==> src/dfhe_pkg.sv <==
// ----------------------------------------------------------------------------
// dfhe_pkg
// Shared types and constants for the fixed-Huffman DEFLATE encoder.
// ----------------------------------------------------------------------------
package dfhe_pkg;

  localparam logic [1:0] KIND_START = 2'd0;
  localparam logic [1:0] KIND_LIT   = 2'd1;
  localparam logic [1:0] KIND_MATCH = 2'd2;
  localparam logic [1:0] KIND_END   = 2'd3;

  localparam int TOK_BITS_W  = 31;
  localparam int TOK_CNT_W   = 5;
  localparam int QUEUE_DEPTH = 4;

  typedef struct packed {
    logic [TOK_BITS_W-1:0] bits;
    logic [TOK_CNT_W-1:0]  n;
    logic                  flush;
  } tok_t;

endpackage

==> src/deflate_fixed_huffman_encoder.sv <==
// ----------------------------------------------------------------------------
// deflate_fixed_huffman_encoder
// Packs a token stream into a DEFLATE fixed-Huffman block, byte by byte.
// ----------------------------------------------------------------------------
// The encoder takes one token per cycle into a short queue while the queue
// has room; the packer then sends the bytes of each token in turn, and a
// token that completes no byte passes through the packer with no output.
// The output byte port sets the sustained rate at one byte per cycle while
// m_axis_tready is held high.
module deflate_fixed_huffman_encoder #(
  parameter int QUEUE_DEPTH = dfhe_pkg::QUEUE_DEPTH
) (
  input  logic        clk,
  input  logic        rst,
  input  logic        s_axis_tvalid,
  output logic        s_axis_tready,
  input  logic [39:0] s_axis_tdata,   // literal_byte, match_length, match_distance
  input  logic [1:0]  s_axis_tuser,   // kind
  output logic        m_axis_tvalid,
  input  logic        m_axis_tready,
  output logic [7:0]  m_axis_tdata,   // out_byte
  output logic        m_axis_tlast,   // last
  output logic [0:0]  m_axis_tuser    // stream_end
);

  dfhe_pkg::tok_t enc_tok;
  dfhe_pkg::tok_t head_tok;
  logic           q_full;
  logic           head_valid;
  logic           pop;
  logic           unused_pad;

  assign s_axis_tready = !q_full;
  assign unused_pad    = ^s_axis_tdata[39:33];

  dfhe_front u_front (
    .kind           (s_axis_tuser),
    .literal_byte   (s_axis_tdata[7:0]),
    .match_length   (s_axis_tdata[16:8]),
    .match_distance (s_axis_tdata[32:17]),
    .tok            (enc_tok)
  );

  dfhe_queue #(
    .DEPTH (QUEUE_DEPTH)
  ) u_queue (
    .clk        (clk),
    .rst        (rst),
    .push       (s_axis_tvalid),
    .push_tok   (enc_tok),
    .full       (q_full),
    .pop        (pop),
    .head_valid (head_valid),
    .head_tok   (head_tok)
  );

  dfhe_back u_back (
    .clk           (clk),
    .rst           (rst),
    .head_valid    (head_valid),
    .head_tok      (head_tok),
    .pop           (pop),
    .m_axis_tvalid (m_axis_tvalid),
    .m_axis_tready (m_axis_tready),
    .m_axis_tdata  (m_axis_tdata),
    .m_axis_tlast  (m_axis_tlast),
    .m_axis_tuser  (m_axis_tuser)
  );

endmodule

==> src/dfhe_queue.sv <==
// ----------------------------------------------------------------------------
// dfhe_queue
// Small register queue of encoded tokens between the encoder and the packer.
// ----------------------------------------------------------------------------
module dfhe_queue #(
  parameter int DEPTH = dfhe_pkg::QUEUE_DEPTH
) (
  input  logic           clk,
  input  logic           rst,
  input  logic           push,
  input  dfhe_pkg::tok_t push_tok,
  output logic           full,
  input  logic           pop,
  output logic           head_valid,
  output dfhe_pkg::tok_t head_tok
);

  localparam int PW = (DEPTH > 1) ? $clog2(DEPTH) : 1;
  localparam int CW = $clog2(DEPTH + 1);

  dfhe_pkg::tok_t entries [DEPTH];
  logic [PW-1:0]  wr_ptr;
  logic [PW-1:0]  rd_ptr;
  logic [CW-1:0]  count;
  logic           do_push;
  logic           do_pop;

  assign full       = (count == CW'(DEPTH));
  assign head_valid = (count != '0);
  assign head_tok   = entries[rd_ptr];
  assign do_push    = push && !full;
  assign do_pop     = pop && head_valid;

  always_ff @(posedge clk) begin
    if (do_push) begin
      entries[wr_ptr] <= push_tok;
    end
  end

  always_ff @(posedge clk) begin
    if (rst) begin
      wr_ptr <= '0;
      rd_ptr <= '0;
      count  <= '0;
    end else begin
      if (do_push) begin
        wr_ptr <= (wr_ptr == PW'(DEPTH - 1)) ? '0 : wr_ptr + 1'b1;
      end
      if (do_pop) begin
        rd_ptr <= (rd_ptr == PW'(DEPTH - 1)) ? '0 : rd_ptr + 1'b1;
      end
      if (do_push && !do_pop) begin
        count <= count + 1'b1;
      end else if (do_pop && !do_push) begin
        count <= count - 1'b1;
      end
    end
  end

endmodule

==> src/dfhe_front.sv <==
// ----------------------------------------------------------------------------
// dfhe_front
// Token encoder: turns one token into its code bits, in stream order.
// ----------------------------------------------------------------------------
module dfhe_front (
  input  logic [1:0]     kind,
  input  logic [7:0]     literal_byte,
  input  logic [8:0]     match_length,
  input  logic [15:0]    match_distance,
  output dfhe_pkg::tok_t tok
);

  function automatic logic [8:0] rev_bits(input logic [8:0] v, input logic [3:0] w);
    logic [8:0] r;
    r = '0;
    for (int i = 0; i < 9; i++) begin
      if (4'(i) < w) begin
        r[i] = v[w - 4'(i) - 4'd1];
      end
    end
    return r;
  endfunction

  logic [8:0]  lenc;
  logic [15:0] distc;
  logic [7:0]  l;
  logic [2:0]  lp;
  logic [2:0]  le;
  logic [8:0]  lcode;
  logic [7:0]  lext;
  logic [8:0]  lhuff;
  logic [3:0]  nl;
  logic [14:0] d;
  logic [3:0]  dp;
  logic [3:0]  de;
  logic [4:0]  dcode;
  logic [14:0] dext;
  logic [4:0]  pos1;
  logic [4:0]  pos2;
  logic [4:0]  pos3;
  logic [8:0]  lit9;

  always_comb begin
    lenc = match_length;
    if (match_length < 9'd3) begin
      lenc = 9'd3;
    end else if (match_length > 9'd258) begin
      lenc = 9'd258;
    end
    distc = match_distance;
    if (match_distance == 16'd0) begin
      distc = 16'd1;
    end else if (match_distance > 16'd32768) begin
      distc = 16'd32768;
    end

    l  = 8'(lenc - 9'd3);
    lp = 3'd3;
    for (int i = 3; i < 8; i++) begin
      if (l[i]) begin
        lp = 3'(i);
      end
    end
    if (lenc == 9'd258) begin
      lcode = 9'd285;
      le    = 3'd0;
      lext  = 8'd0;
    end else if (l < 8'd8) begin
      lcode = 9'd257 + {1'b0, l};
      le    = 3'd0;
      lext  = 8'd0;
    end else begin
      le    = lp - 3'd2;
      lcode = 9'd257 + {4'b0, lp - 3'd1, 2'b00} + {7'b0, 2'(l >> le)};
      lext  = l & ((8'd1 << le) - 8'd1);
    end
    if (lcode < 9'd280) begin
      lhuff = rev_bits(9'(lcode - 9'd256), 4'd7);
      nl    = 4'd7;
    end else begin
      lhuff = rev_bits(9'(lcode - 9'd88), 4'd8);
      nl    = 4'd8;
    end

    d  = 15'(distc - 16'd1);
    dp = 4'd2;
    for (int i = 2; i < 15; i++) begin
      if (d[i]) begin
        dp = 4'(i);
      end
    end
    if (d < 15'd4) begin
      dcode = 5'(d);
      de    = 4'd0;
      dext  = 15'd0;
    end else begin
      dcode = {dp, 1'b0} + {4'b0, d[dp - 4'd1]};
      de    = dp - 4'd1;
      dext  = d & ((15'd1 << de) - 15'd1);
    end

    pos1 = {1'b0, nl};
    pos2 = pos1 + {2'b0, le};
    pos3 = pos2 + 5'd5;

    lit9 = {1'b0, literal_byte} + 9'h190 - 9'd144;

    tok = '0;
    unique case (kind)
      dfhe_pkg::KIND_START: begin
        tok.bits = 31'd3;
        tok.n    = 5'd3;
      end
      dfhe_pkg::KIND_LIT: begin
        if (literal_byte < 8'd144) begin
          tok.bits = 31'(rev_bits(9'({1'b0, literal_byte} + 9'h030), 4'd8));
          tok.n    = 5'd8;
        end else begin
          tok.bits = 31'(rev_bits(lit9, 4'd9));
          tok.n    = 5'd9;
        end
      end
      dfhe_pkg::KIND_MATCH: begin
        tok.bits = 31'(lhuff)
                 | (31'(lext) << pos1)
                 | (31'(rev_bits({4'b0, dcode}, 4'd5)) << pos2)
                 | (31'(dext) << pos3);
        tok.n    = pos3 + {1'b0, de};
      end
      dfhe_pkg::KIND_END: begin
        tok.bits  = '0;
        tok.n     = 5'd7;
        tok.flush = 1'b1;
      end
      default: begin
        tok = '0;
      end
    endcase
  end

endmodule

==> src/dfhe_back.sv <==
// ----------------------------------------------------------------------------
// dfhe_back
// Bit packer: merges token bits with the pending partial byte and sends
// completed bytes one per cycle unless stalled, via an output register.
// ----------------------------------------------------------------------------
module dfhe_back (
  input  logic           clk,
  input  logic           rst,
  input  logic           head_valid,
  input  dfhe_pkg::tok_t head_tok,
  output logic           pop,
  output logic           m_axis_tvalid,
  input  logic           m_axis_tready,
  output logic [7:0]     m_axis_tdata,   // out_byte
  output logic           m_axis_tlast,
  output logic [0:0]     m_axis_tuser    // stream_end
);

  localparam int WW = dfhe_pkg::TOK_BITS_W + 7;

  logic [WW-1:0] wbits;
  logic [5:0]    wn;
  logic          wflush;
  logic          active;

  logic          emit_ok;
  logic          has_byte;
  logic          fire;
  logic [WW-1:0] rem_bits;
  logic [5:0]    rem_n;
  logic          done_after;
  logic          item_done;
  logic [6:0]    acc_bits;
  logic [2:0]    acc_n;

  always_comb begin
    emit_ok    = !m_axis_tvalid || m_axis_tready;
    has_byte   = active && ((wn >= 6'd8) || (wflush && wn != 6'd0));
    fire       = has_byte && emit_ok;
    rem_bits   = fire ? (wbits >> 8) : wbits;
    rem_n      = fire ? ((wn >= 6'd8) ? wn - 6'd8 : 6'd0) : wn;
    done_after = !((rem_n >= 6'd8) || (wflush && rem_n != 6'd0));
    item_done  = active && done_after;
    acc_bits   = wflush ? 7'd0 : rem_bits[6:0];
    acc_n      = wflush ? 3'd0 : rem_n[2:0];
    pop        = (!active || item_done) && head_valid;
  end

  always_ff @(posedge clk) begin
    if (rst) begin
      wbits  <= '0;
      wn     <= '0;
      wflush <= 1'b0;
      active <= 1'b0;
    end else if (pop) begin
      wbits  <= WW'(acc_bits) | (WW'(head_tok.bits) << acc_n);
      wn     <= 6'(acc_n) + 6'(head_tok.n);
      wflush <= head_tok.flush;
      active <= 1'b1;
    end else if (item_done) begin
      wbits  <= WW'(acc_bits);
      wn     <= 6'(acc_n);
      wflush <= 1'b0;
      active <= 1'b0;
    end else if (fire) begin
      wbits <= rem_bits;
      wn    <= rem_n;
    end
  end

  always_ff @(posedge clk) begin
    if (rst) begin
      m_axis_tvalid <= 1'b0;
    end else if (fire) begin
      m_axis_tvalid <= 1'b1;
    end else if (m_axis_tready) begin
      m_axis_tvalid <= 1'b0;
    end
  end

  always_ff @(posedge clk) begin
    if (fire) begin
      m_axis_tdata <= wbits[7:0];
      m_axis_tlast <= done_after;
      m_axis_tuser <= done_after && wflush;
    end
  end

endmodule

==> config.mk <==
export PLATFORM = sky130hd
export DESIGN_NAME = deflate_fixed_huffman_encoder
export DESIGN_NICKNAME = d
export VERILOG_FILES = /design/src/dfhe_pkg.sv /design/src/deflate_fixed_huffman_encoder.sv /design/src/dfhe_queue.sv /design/src/dfhe_front.sv /design/src/dfhe_back.sv
export SDC_FILE = /design/constraint.sdc
export NUM_CORES = 1
export LEC_CHECK = 0
export BUFFER_PORTS_ARGS = -buffer_cell sky130_fd_sc_hd__buf_2
export CELL_PAD_IN_SITES_DETAIL_PLACEMENT = 1
export CELL_PAD_IN_SITES_GLOBAL_PLACEMENT = 2
export CORE_ASPECT_RATIO = 0.75
export CORE_MARGIN = 1.5
export CORE_UTILIZATION = 42
export CTS_CLUSTER_DIAMETER = 100
export DETAILED_ROUTE_END_ITERATION = 12
export PLACE_DENSITY = 0.85
export SLEW_MARGIN = 5
export SYNTH_ARGS = -nofsm -noshare
export SYNTH_HDL_FRONTEND = slang
export SYNTH_HIERARCHICAL = 1
export SYNTH_SLANG_ARGS = --single-unit
==> constraint.sdc <==
create_clock -name clk -period 8.61 [get_ports clk]
set_input_delay 0.861 -clock clk [delete_from_list [all_inputs] [get_ports clk]]
set_output_delay 0.861 -clock clk [all_outputs]
set_load 0.02 [all_outputs]
== Word-level counts from Yosys, hierarchy flattened ==
Memories as Yosys holds them, arrays and structs flattened. A register that Yosys moved wholly into a read port is not among the register bits.
Index checks and enable logic that the tools add are counted.
Cells by class
  add/sub/neg operators: 25
  multiply operators: 0
  div/mod/pow operators: 0
  magnitude comparators: 10
  equal/unequal tests: 7
  shift-type cells: 7
  multiplexer cells: 65
  bitwise gates (word level): 6
  reductions and logical operators: 30
Operators with widths (count)
  38-bit 2-to-1 mux: 4
  36-bit case mux with 4 select lines: 1
  31-bit OR: 2
  15-bit 2-to-1 mux: 3
  3-bit 2-to-1 mux: 13
  7-bit by 38-bit OR with 38-bit output: 1
  31-bit by 3-bit << shifter with 38-bit output: 1
  4-bit 2-to-1 mux: 9
  9-bit 2-to-1 mux: 4
  8-bit by 31-bit OR with 31-bit output: 1
  15-bit by 5-bit << shifter with 31-bit output: 1
  5-bit by 5-bit << shifter with 31-bit output: 1
  8-bit by 4-bit << shifter with 31-bit output: 1
  6-bit 2-to-1 mux: 5
  15-bit by 1-bit subtractor with 15-bit output (second input constant): 2
  8-bit 2-to-1 mux: 3
  16-bit greater-than comparator (second input constant): 1
  16-bit logical NOT: 1
  15-bit AND: 1
  15-bit by 3-bit < comparator with 1-bit output (second input constant): 1
  1-bit 2-to-1 mux: 15
  1-bit by 4-bit << shifter with 15-bit output (first input constant): 1
  14-bit 2-to-1 mux: 1
  6-bit by 4-bit greater-or-equal comparator with 1-bit output (second input constant): 2
  other kinds (45): 75
Word-level totals
  bits in registers: 64
  latch bits: 0
  RAM bits: 148
  bits in read-only memories: 0
  bits of input ports: 46
  logic and storage cells: 162
  memories: 1
Memory list
  u_queue.entries: depth 4, width 37, read ports 1, clocked after Yosys merged registers in 1, write ports 1, RTL line dfhe_queue.sv:21  | dfhe_pkg::tok_t entries [DEPTH];

== Logic depth before layout (Yosys ltp) ==
Gate-level depths: netlist (run 1).
  word-level depth: 26
  depth in mapped cells: 37

== Hierarchy ==
The synthesis (run 1) kept the hierarchy.
Modules (own cells, without submodules)
  dfhe_queue: instances 1, cells an instance 243, area each 5843.1 µm², seq. area each 4624.4 µm²
  dfhe_front: instances 1, cells an instance 829, area each 5162.5 µm², seq. area each 0.0 µm²
  dfhe_back: instances 1, cells an instance 419, area each 3955.0 µm², seq. area each 1241.2 µm²
  deflate_fixed_huffman_encoder: instances 1, cells an instance 1, area each 3.8 µm², seq. area each 0.0 µm²

== Least setup slack after synthesis (run 1) ==
No wires, ideal clock.
  path type: input -> register
  start: input s_axis_tdata[16]
  end: memory u_queue/entries[0][5] (netlist bit), data pin
  setup time: 0.277 ns
  arrival: 7.761 ns
  setup slack: 0.572 ns
  cell stages on the path: 34
  path buffers: 7
  path through: clkbuf_1 -> inv_1 -> maj3_1 -> ha_1 -> clkbuf_1 -> or4b_1 -> a21oi_1 -> or2_2 -> clkbuf_1 -> nor3_1 -> a211oi_1 -> a21oi_1 -> a21oi_1 -> ha_1 -> nor2b_1 -> mux2i_1 -> nand2_1 -> ha_1 -> or2_1 -> buf_2 -> inv_2 -> clkbuf_1 -> ha_1 -> fa_1 -> ha_1 -> xnor2_1 -> inv_1 -> clkbuf_1 -> clkbuf_1 -> ha_1 -> a21o_1 -> a21oi_1 -> xnor2_1 -> nor2_1
RTL lines
  start: declaration: RTL line deflate_fixed_huffman_encoder.sv:17  | input logic [39:0] s_axis_tdata,
  end: declaration: RTL line dfhe_queue.sv:21

==> flow_metrics.tcl, run 1 <==
set metrics [dict create \
    status "finished, violations left" \
    violations "design-rule violations" \
    comb_power_share_pct 53.4 \
    totalWireLength_um 48600 \
    synth_area_per_cell_um2 10.0 \
    track_usage_pct 26.2 \
    post-route-drc-count 4 \
    crit_fanout 31 \
    placed_area_mm2 0.0156 \
    power_mw 5.05 \
    syn-cell-area_mm2 0.0150 \
    power_density_mw_per_mm2 310 \
    max_clock_freq_mhz 129 \
    vias_per_cell 6.38 \
    drive_gt1_share_pct 15.2 \
    final_area_mm2 0.0163 \
    cts_made_buffers 22 \
    overflow 0 \
    synth_flop_cell "edfxtp_1" \
    power_frac_seq_pct 28.6 \
    synth-edff-count 158 \
    synth_nets 1575 \
    clock_latency_ns 0.51 \
    cts-root-buf "clkbuf_16" \
    io_pins 58 \
    crit_type "in -> reg" \
    finish.utilization_pct 46.5 \
    finalSetupViolations 0 \
    slew_viol_final 0 \
    rsz0062_at_grt "no" \
    drv_cap 0 \
    start_kind "primary input" \
    hold-path-cell-count 0 \
    first_global_vias 12754 \
    slew_headroom_pct 16.4 \
    crit_path_end_kind "register" \
    swShare_pct 44.4 \
    finalHoldViolations 0 \
    yosysSeqAreaShare_pct 39.2 \
    postCtsSetupRepairBufs 0 \
    avgRoutedWirePerCell_um 24.6 \
    ctsResizeCount 0 \
    dr.pass1.iters 10 \
    cts_hold_buf 0 \
    clkSinkCount 214 \
    worst-slew-pin-transition_ns 1.25 \
    grt_pass1_wl_um 76200 \
    gp_congestion 0.922 \
    syn_inst 1492 \
    clkTransAtPathRegs_ns 0.07 \
    port_buffers 50 \
    synth_cell_types 108 \
    drt_iter0_markers 1274 \
    crit_required_ns 8.80 \
    setup_ws_ns 0.873 \
    yosys_warnings 6 \
    arrival_ns 7.93 \
    hold_ws_ns 0.446 \
    chipWidth_um 221 \
    grt_max_degree 38 \
    antenna_found_initial 1 \
    die_y_um 166 \
    place_ws_ns 0.440 \
    leakage_nw 5.83 \
    nets 1589 \
    fin_tns_setup_ns 0 \
    num_vias 12627 \
    core_area_mm2 0.0349 \
    vdd_drop_max_mv 0.171 \
    cts_tree "built" \
    layout.cells.non_filler 1979 \
    dp_cells 1939 \
    drtAntennaViolNets 0 \
    start_util_pct 42.9 \
    cts_max_path_buffers 3 \
    htreeDepth 1 \
    finalClockSkew_ns 0.0166 \
    min_path_type "reg -> reg" \
    fin_crit_ns 7.74 \
    area_growth_pct 8.61 \
    synth-seq-cells 214 \
    period_share_pct 89.9 \
    hpwl_um 35900 \
    p_int_mw 2.81 \
    dieArea_mm2 0.0368 \
    power.switching_mw 2.24 \
    rows 59 \
    clock_power_share_pct 17.9 \
    async_flop_share_pct 0 \
    ff2ff_path_depth 14 \
]
## worst max-delay path, stage by stage
cell	delay [ns]
buf_2	0.15
a211o_1	0.17
nor2_1	0.09
maj3_1	0.48
ha_1	0.37
or4b_1	0.50
a21oi_1	0.19
or2_2	0.21
nor2_1	0.06
o21a_1	0.25
ha_1	0.34
xor2_1	0.18
o21ai_0	0.42
ha_1	0.29
or2_1	0.28
inv_2	0.11
ha_1	0.22
fa_1	0.44
xor2_1	0.18
buf_4	0.18
xnor2_2	0.16
buf_4	0.35
nor2_1	0.09
a21oi_1	0.11
o21ai_0	0.08
buf_4	0.18
a221oi_1	0.70
a21oi_1	0.28
## logic make-up (layout without fill, tap and decap cells)
| kind of cell | count (synthesis) | count (layout) | synth area share [%] |
|---|---|---|---|
| AND/OR/NAND/NOR | 466 | 466 | 15.4 |
| AO/OA/AOI/OAI | 437 | 437 | 21.2 |
| flip-flops | 214 | 214 | 39.2 |
| multiplexers | 154 | 154 | 14.0 |
| buffers and inverters | 151 | 180 | 4.91 |
| adder cells (fa/ha/maj) | 38 | 38 | 3.36 |
| XOR/XNOR | 31 | 31 | 1.86 |
| other | 1 | 2 | 0.0251 |
## final cells by class
class / count / area (um2)
Antenna cell: 1 / 2.50
Clock buffer: 28 / 594
Clock inverter: 11 / 83.8
Fill cell: 3881 / 18700
Inverter: 52 / 214
Multi-Input combinational cell: 1127 / 8380
Sequential cell: 214 / 5870
Tap cell: 457 / 572
Timing Repair Buffer: 89 / 543
## layout by cell type, fill, tap and decap left out, drive strengths merged, types with 17 or more instances in the layout
master,instances
ha,33
xnor2,23
nand2,119
clkbuf,28
edfxtp,158
mux2i,102
nand3,34
o211a,27
dfxtp,56
o211ai,18
a31oi,30
o21ai,67
nor2,146
inv,47
mux4,44
nor3,44
nor4,20
a211oi,17
o22ai,41
buf,89
a21oi,76
and2,17
## layer usage
| metal | global-route usage [%] | part of all wire [%] | vias to the layer above |
|---|---|---|---|
| li1 | - | - | 5828 |
| met1 | 39.8 | 48 | 6333 |
| met2 | 39.2 | 43 | 416 |
| met3 | 5.05 | 7.2 | 50 |
| met4 | 4.05 | 1.2 | 0 |
| met5 | 0 | 0 | - |
## worst paths after layout
check                    from                     end  slack [ns]
max          s_axis_tdata[10]  u_queue/entries[1][19]        0.87
min           u_back/wbits[4]  u_back/m_axis_tdata[4]        0.45
max reg2reg      u_back/wn[3]        u_queue/count[2]        4.36
min reg2reg   u_back/wbits[4]  u_back/m_axis_tdata[4]        0.45
## sequential cells by signal, summed over array words and instances, names as in the netlist, named ones only
signal / count
u_back/m_axis_tdata: 8
u_back/wflush: 1
u_back/wn: 6
u_back/m_axis_tuser: 1
u_queue/wr_ptr: 2
u_back/active: 1
u_back/wbits: 38
u_back/m_axis_tvalid: 1
u_queue/entries: 148
u_queue/rd_ptr: 2
u_queue/count: 3
u_back/m_axis_tlast: 1
## synth_stat cells (9+ instances only)
library cell	n	area, um2
edfxtp_1	158	4740
and2_1	17	106
nor4_1	17	106
or3_1	10	62.6
nor3_1	37	185
o211ai_1	18	135
a31oi_1	28	175
dfxtp_1	56	1120
mux4_2	44	991
inv_1	43	161
buf_4	11	82.6
a21oi_1	73	365
nand2_1	117	439
buf_2	24	120
o21a_1	11	82.6
and3_1	14	87.6
xnor2_1	22	193
nand3_1	32	160
a211o_1	9	78.8
a221oi_1	15	131
o22ai_1	40	250
nand2b_1	14	87.6
nor2_1	144	541
ha_1	33	413
nand4_1	14	87.6
o32ai_1	9	78.8
clkbuf_1	52	195
mux2i_1	102	1020
a22oi_1	9	67.6
o21ai_0	58	290
a21o_1	12	90.1
o211a_1	26	260
a211oi_1	17	128
## power groups by stage
stage                     Sequential (mW)  Clock (mW)  Combinational (mW)
after floorplan                      1.42           0                1.88
after global placement               1.45           0                2.57
after detailed placement             1.46           0                2.63
after CTS                            1.44       0.923                2.65
after global routing                 1.46       0.960                2.91
final                                1.44       0.906                2.70
(Power assumes the default switching activity.)
==> inputs of run 2 (changes only) <==
--- a/config.mk
+++ b/config.mk
@@ -13,6 +13,7 @@
 export CORE_UTILIZATION = 42
 export CTS_CLUSTER_DIAMETER = 100
 export DETAILED_ROUTE_END_ITERATION = 12
+export MAX_ROUTING_LAYER = met4
 export PLACE_DENSITY = 0.85
 export SLEW_MARGIN = 5
 export SYNTH_ARGS = -nofsm -noshare
==> run 2 against run 1 <==
Compared with the run above: the flow still finishes with violations (design-rule violations); largest power group unchanged; critical path depth fell by 5; routed wire length is 1.1% higher; critical path type unchanged; final area rose by 0.13%.
==> flow_metrics.tcl, run 2 (synthesized netlist as in run 1, its figures left out) <==
set metrics [dict create \
    top_regs "u_queue/entries (148), u_back/wbits (38), u_back/m_axis_tdata (8)" \
    area_growth_pct 8.75 \
    cts_made_buffers 21 \
    chipWidth_um 221 \
    dr.pass1.iters 11 \
    worst-slew-pin-transition_ns 1.25 \
    placed_area_mm2 0.0156 \
    die_y_um 166 \
    use_met2_pct 40.0 \
    layout_commonest_cell "edfxtp_1" \
    status "finished, violations left" \
    grt_util_met1_pct 40.3 \
    ctsResizeCount 0 \
    start_kind "primary input" \
    arrival_ns 8.03 \
    drv_cap 0 \
    core_area_mm2 0.0349 \
    cts_hold_buf 0 \
    fin_tns_setup_ns 0 \
    vdd_drop_max_mv 0.137 \
    max_clock_freq_mhz 128 \
    htreeDepth 1 \
    min_path_type "reg -> reg" \
    finalHoldViolations 0 \
    cts-root-buf "clkbuf_16" \
    layout_common_cells "edfxtp_1 (158), nor2_1 (144), nand2_1 (117), mux2i_1 (102), a21oi_1 (73)" \
    rsz0062_at_grt "no" \
    vias_per_cell 6.44 \
    overflow 0 \
    power_density_mw_per_mm2 313 \
    antenna_found_initial 1 \
    drt_iter0_markers 1350 \
    hold_ws_ns 0.449 \
    totalWireLength_um 49100 \
    io_pins 58 \
    clock_latency_ns 0.50 \
    grt.busiest_layer "met1" \
    grt_use_met3_pct 4.48 \
    track_usage_pct 27.2 \
    clkTransAtPathRegs_ns 0.06 \
    leakage_nw 5.84 \
    num_vias 12729 \
    port_buffers 50 \
    p_int_mw 2.84 \
    crit_type "in -> reg" \
    power.switching_mw 2.26 \
    fin_crit_ns 7.80 \
    crit_fanout 18 \
    final_area_mm2 0.0163 \
    top_register "u_queue/entries" \
    fillers 3883 \
    clock_power_share_pct 18.3 \
    crit_required_ns 8.83 \
    hpwl_um 36300 \
    clkSinkCount 214 \
    multi_input_area_mm2 0.00838 \
    crit_path_end_kind "register" \
    finalSetupViolations 0 \
    drive_gt1_share_pct 15.0 \
    swShare_pct 44.3 \
    slew_viol_final 0 \
    diodes 0 \
    drtAntennaViolNets 0 \
    slew_headroom_pct 16.6 \
    cts_max_path_buffers 3 \
    post-route-drc-count 1 \
    first_global_vias 12762 \
    avgRoutedWirePerCell_um 24.8 \
    power_frac_seq_pct 28.3 \
    comb_power_share_pct 53.3 \
    nets 1590 \
    seq_area_mm2 0.00587 \
    largest_register_ffs 148 \
    violations "design-rule violations" \
    dieArea_mm2 0.0368 \
    start_util_pct 42.9 \
    gp_congestion 0.929 \
    rows 59 \
    postCtsSetupRepairBufs 0 \
    grt_max_degree 38 \
    finalClockSkew_ns 0.0130 \
    cts_tree "built" \
    period_share_pct 90.6 \
    grt_pass1_wl_um 76800 \
]
==> run 2: cell count changes in the layout (fill, tap and decap cells not counted), moves of 2 or more <==
cell / previous run / this run
clkbuf_8: 0 / 2
clkinv_2: 9 / 2
buf_4: 39 / 41
clkinv_1: 3 / 6
==> run 2: path summary, 6_finish.rpt <==
check	slack (ns)	to	startpoint	depth (start not counted)
setup / recovery	0.81	u_queue/entries[1][36]	s_axis_tdata[26]	23
hold / removal	0.45	u_back/m_axis_tdata[4]	u_back/wbits[4]	0
setup reg to reg	4.46	u_queue/count[2]	u_back/wn[3]	14
hold reg to reg	0.45	u_back/m_axis_tdata[4]	u_back/wbits[4]	0
==> run 2: per-layer routing <==
| layer | vias to the layer above | share of wire [%] |
|---|---|---|
| li1 | 5836 | - |
| met5 | - | 0 |
| met1 | 6450 | 49 |
| met3 | 41 | 6.7 |
| met4 | 0 | 0.99 |
| met2 | 402 | 44 |
==> run 2: layout make-up <==
type,instances,area share [%]
Clock inverter,8,0.554
Clock buffer,29,3.67
Timing Repair Buffer,91,3.43
Sequential cell,214,36.0
Multi-Input combinational cell,1127,51.5
Tap cell,457,3.51
Inverter,52,1.31
==> run 2: stage by stage <==
step / util [%] / instances / total power, mW / setup slack, ns
final: 46.6 / 1978 / 5.10 / 0.806
after global placement: 44.6 / 1941 / 4.03 / 0.593
after CTS: 46.6 / 1978 / 5.05 / 0.963
after detailed placement: 44.6 / 1941 / 4.12 / 0.457
after floorplan: - / 1492 / 3.30 / 0.572
after global routing: 46.6 / 1978 / 5.36 / 0.360
==> run 2: power groups by stage <==
stage | clock network [mW] | logic (mW) | registers [mW]
2_1_floorplan | 0 | 1.88 | 1.42
3_3_place_gp | 0 | 2.58 | 1.45
3_5_place_dp | 0 | 2.65 | 1.46
4_1_cts | 0.943 | 2.67 | 1.44
5_1_grt | 0.979 | 2.92 | 1.46
6_report | 0.935 | 2.72 | 1.44
==> run 2: critical path: stages <==
cell and delay, ns:
buf_2 0.15, nor3_4 0.37, and3_1 0.34, a21oi_1 0.11, nor2_1 0.24, inv_1 0.22
ha_1 0.49, a311oi_1 0.46, nor2_1 0.22, o2111a_1 0.20, a2111oi_2 0.56, o31a_1 0.24
inv_1 0.05, ha_1 0.43, a221oi_1 0.44, nor4_2 0.11, buf_4 0.17, or4_1 0.56
or3_1 0.37, and2_1 0.18, o221ai_1 0.46, mux2i_1 0.27, o21ai_0 0.49
==> inputs of run 3 (changes only) <==
--- a/config.mk
+++ b/config.mk
@@ -14,7 +14,7 @@
 export CTS_CLUSTER_DIAMETER = 100
 export DETAILED_ROUTE_END_ITERATION = 12
 export MAX_ROUTING_LAYER = met4
-export PLACE_DENSITY = 0.85
+export PLACE_DENSITY_LB_ADDON = 0.05
 export SLEW_MARGIN = 5
 export SYNTH_ARGS = -nofsm -noshare
 export SYNTH_HDL_FRONTEND = slang
==> run 3 against run 2 <==
Compared with the run above: largest cell class unchanged; via count down 0.27%; the run now ends clean; sequential share of layout area down 0.059 points; clock-buffer cell count down 4; final area up 0.18%; critical path type unchanged; worst setup slack worse by 0.18 ns; highest routed layer unchanged; sequential power about the same; flip-flop and latch count unchanged; first-iteration DRC count down 12%.
==> flow_metrics.tcl, run 3 (synthesized netlist as in run 1, its figures left out) <==
set metrics [dict create \
    status "finished clean" \
    drive_gt1_share_pct 15.7 \
    leakage_nw 5.87 \
    totalWireLength_um 49700 \
    dieArea_mm2 0.0368 \
    hold-path-cell-count 0 \
    setup_ws_ns 0.622 \
    fin_tns_setup_ns 0 \
    power_density_mw_per_mm2 311 \
    cts_hold_buf 0 \
    core_area_mm2 0.0349 \
    chipWidth_um 221 \
    slew_headroom_pct 25.2 \
    crit_path_end_kind "register" \
    place_ws_ns 0.243 \
    vias_per_cell 6.39 \
    io_pins 58 \
    rsz0062_at_grt "no" \
    area_growth_pct 8.95 \
    overflow 0 \
    hold_start "u_back/wbits[7]" \
    cts-root-buf "clkbuf_16" \
    layout_common_cells "edfxtp_1 (158), nor2_1 (144), nand2_1 (117), mux2i_1 (102), a21oi_1 (73)" \
    ff2ff_path_depth 14 \
    hpwl_um 37900 \
    cts_made_buffers 20 \
    start_kind "primary input" \
    arrival_ns 8.22 \
    rows 59 \
    finalSetupViolations 0 \
    crit_type "in -> reg" \
    grt_pass1_wl_um 77400 \
    postCtsSetupRepairBufs 0 \
    nets 1600 \
    largest_register_ffs 148 \
    fillers 3919 \
    track_usage_pct 27.9 \
    min_path_type "reg -> reg" \
    htreeDepth 1 \
    critPathSlowestCell "xnor2_1" \
    dr.pass1.iters 7 \
    hold_ws_ns 0.435 \
    fin_crit_ns 7.99 \
    die_y_um 166 \
    slew_viol_final 0 \
    cp_top_family "adder cells" \
    layout_commonest_cell "edfxtp_1" \
    clock_latency_ns 0.51 \
    cp_num_buf_inv 4 \
    clkSinkCount 214 \
    finalClockSkew_ns 0.0143 \
    cts_max_path_buffers 3 \
    finalHoldViolations 0 \
    placed_area_mm2 0.0157 \
    drtAntennaViolNets 0 \
    gp_congestion 0.942 \
    worst-slew-pin-transition_ns 1.11 \
    cts_tree "built" \
    drv_cap 0 \
    crit_fanout 13 \
    grt_max_degree 39 \
    hold_end "u_back/m_axis_tdata[7]" \
    critPathMaxStageDelay_ns 0.71 \
    drt_iter0_markers 1189 \
    port_buffers 50 \
    rrSetupSlack_ns 4.49 \
    avgRoutedWirePerCell_um 25.0 \
    start_util_pct 42.9 \
    max_clock_freq_mhz 125 \
    vdd_drop_max_mv 0.152 \
    top_register "u_queue/entries" \
    post-route-drc-count 0 \
    antenna_found_initial 2 \
    r2r_end "u_queue/count[2]" \
    num_vias 12695 \
    top_regs "u_queue/entries (148), u_back/wbits (38), u_back/m_axis_tdata (8)" \
    r2r-start "u_back/wn[3]" \
    period_share_pct 92.8 \
    ctsResizeCount 0 \
    final_area_mm2 0.0163 \
    first_global_vias 12440 \
    clkTransAtPathRegs_ns 0.07 \
    crit_required_ns 8.85 \
    cp_common_cell "ha_1" \
]
## run 3: changes by cell type in the layout (fill, tap and decap cells not counted)
cell / delta
clkbuf_1: -1
dfxtp_1: -1
clkbuf_8: -2
dfxtp_2: +1
clkinv_2: +1
clkinv_4: +2
bufinv_16: -1
buf_4: +11
inv_8: +1
clkinv_1: -1
clkbuf_16: -1
diode_2: +1
## run 3: where the power goes
part	total (mW)	leakage [nW]	switching [mW]	internal [mW]
clock	0.864	0.311	0.383	0.481
sequential	1.46	1.92	0.121	1.33
combinational	2.75	3.63	1.76	0.984
## run 3: how the worst max path moves through the flow
stage | from | endpoint | slack, ns | cells past startpoint
after floorplan | s_axis_tdata[16] | u_queue/entries[0][5] | 0.57 | 34
after global placement | s_axis_tdata[10] | u_queue/entries[0][28] | 0.40 | 29
after detailed placement | s_axis_tdata[10] | u_queue/entries[0][31] | 0.24 | 26
after CTS | s_axis_tdata[8] | u_queue/entries[3][31] | 0.74 | 25
after global routing | s_axis_tdata[8] | u_queue/entries[0][31] | 0.08 | 25
final | s_axis_tdata[8] | u_queue/entries[3][31] | 0.62 | 25
## run 3: layout make-up
type	count	area (um2)	share of cell area (%)
Multi-Input combinational cell	1127	8380	51.4
Antenna cell	1	2.50	0.0153
Inverter	52	214	1.31
Clock inverter	10	90.1	0.553
Clock buffer	25	541	3.32
Sequential cell	214	5870	36.0
Timing Repair Buffer	102	641	3.93
Tap cell	457	572	3.51
## run 3: worst reg2reg max path, cell delays in order (launching register included)
cell,delay [ns]
dfxtp_1,0.48
inv_1,0.13
ha_1,0.24
xnor2_1,0.25
nand3_1,0.15
nand2_1,0.16
nand3_2,0.58
inv_1,0.78
o31ai_2,0.24
ha_1,0.27
inv_1,0.07
fa_1,0.17
xor2_1,0.08
or3_1,0.31
a21oi_1,0.15
## run 3: layer usage
| metal | vias to the layer above | wire (um) | share of wire [%] | track usage [%] |
|---|---|---|---|---|
| met2 | 377 | 19100 | 38 | 35.4 |
| met1 | 6434 | 26800 | 54 | 46.2 |
| met5 | - | 0 | 0 | - |
| li1 | 5849 | - | - | - |
| met3 | 35 | 3520 | 7.1 | 4.83 |
| met4 | 0 | 380 | 0.76 | 2.43 |
## run 3: stage by stage
step,cells,power (mW),util (%)
after floorplan,1492,3.30,-
after global placement,1952,4.12,44.9
after detailed placement,1952,4.16,44.9
after CTS,1987,5.03,46.7
after global routing,1988,5.38,46.7
final,1988,5.07,46.7
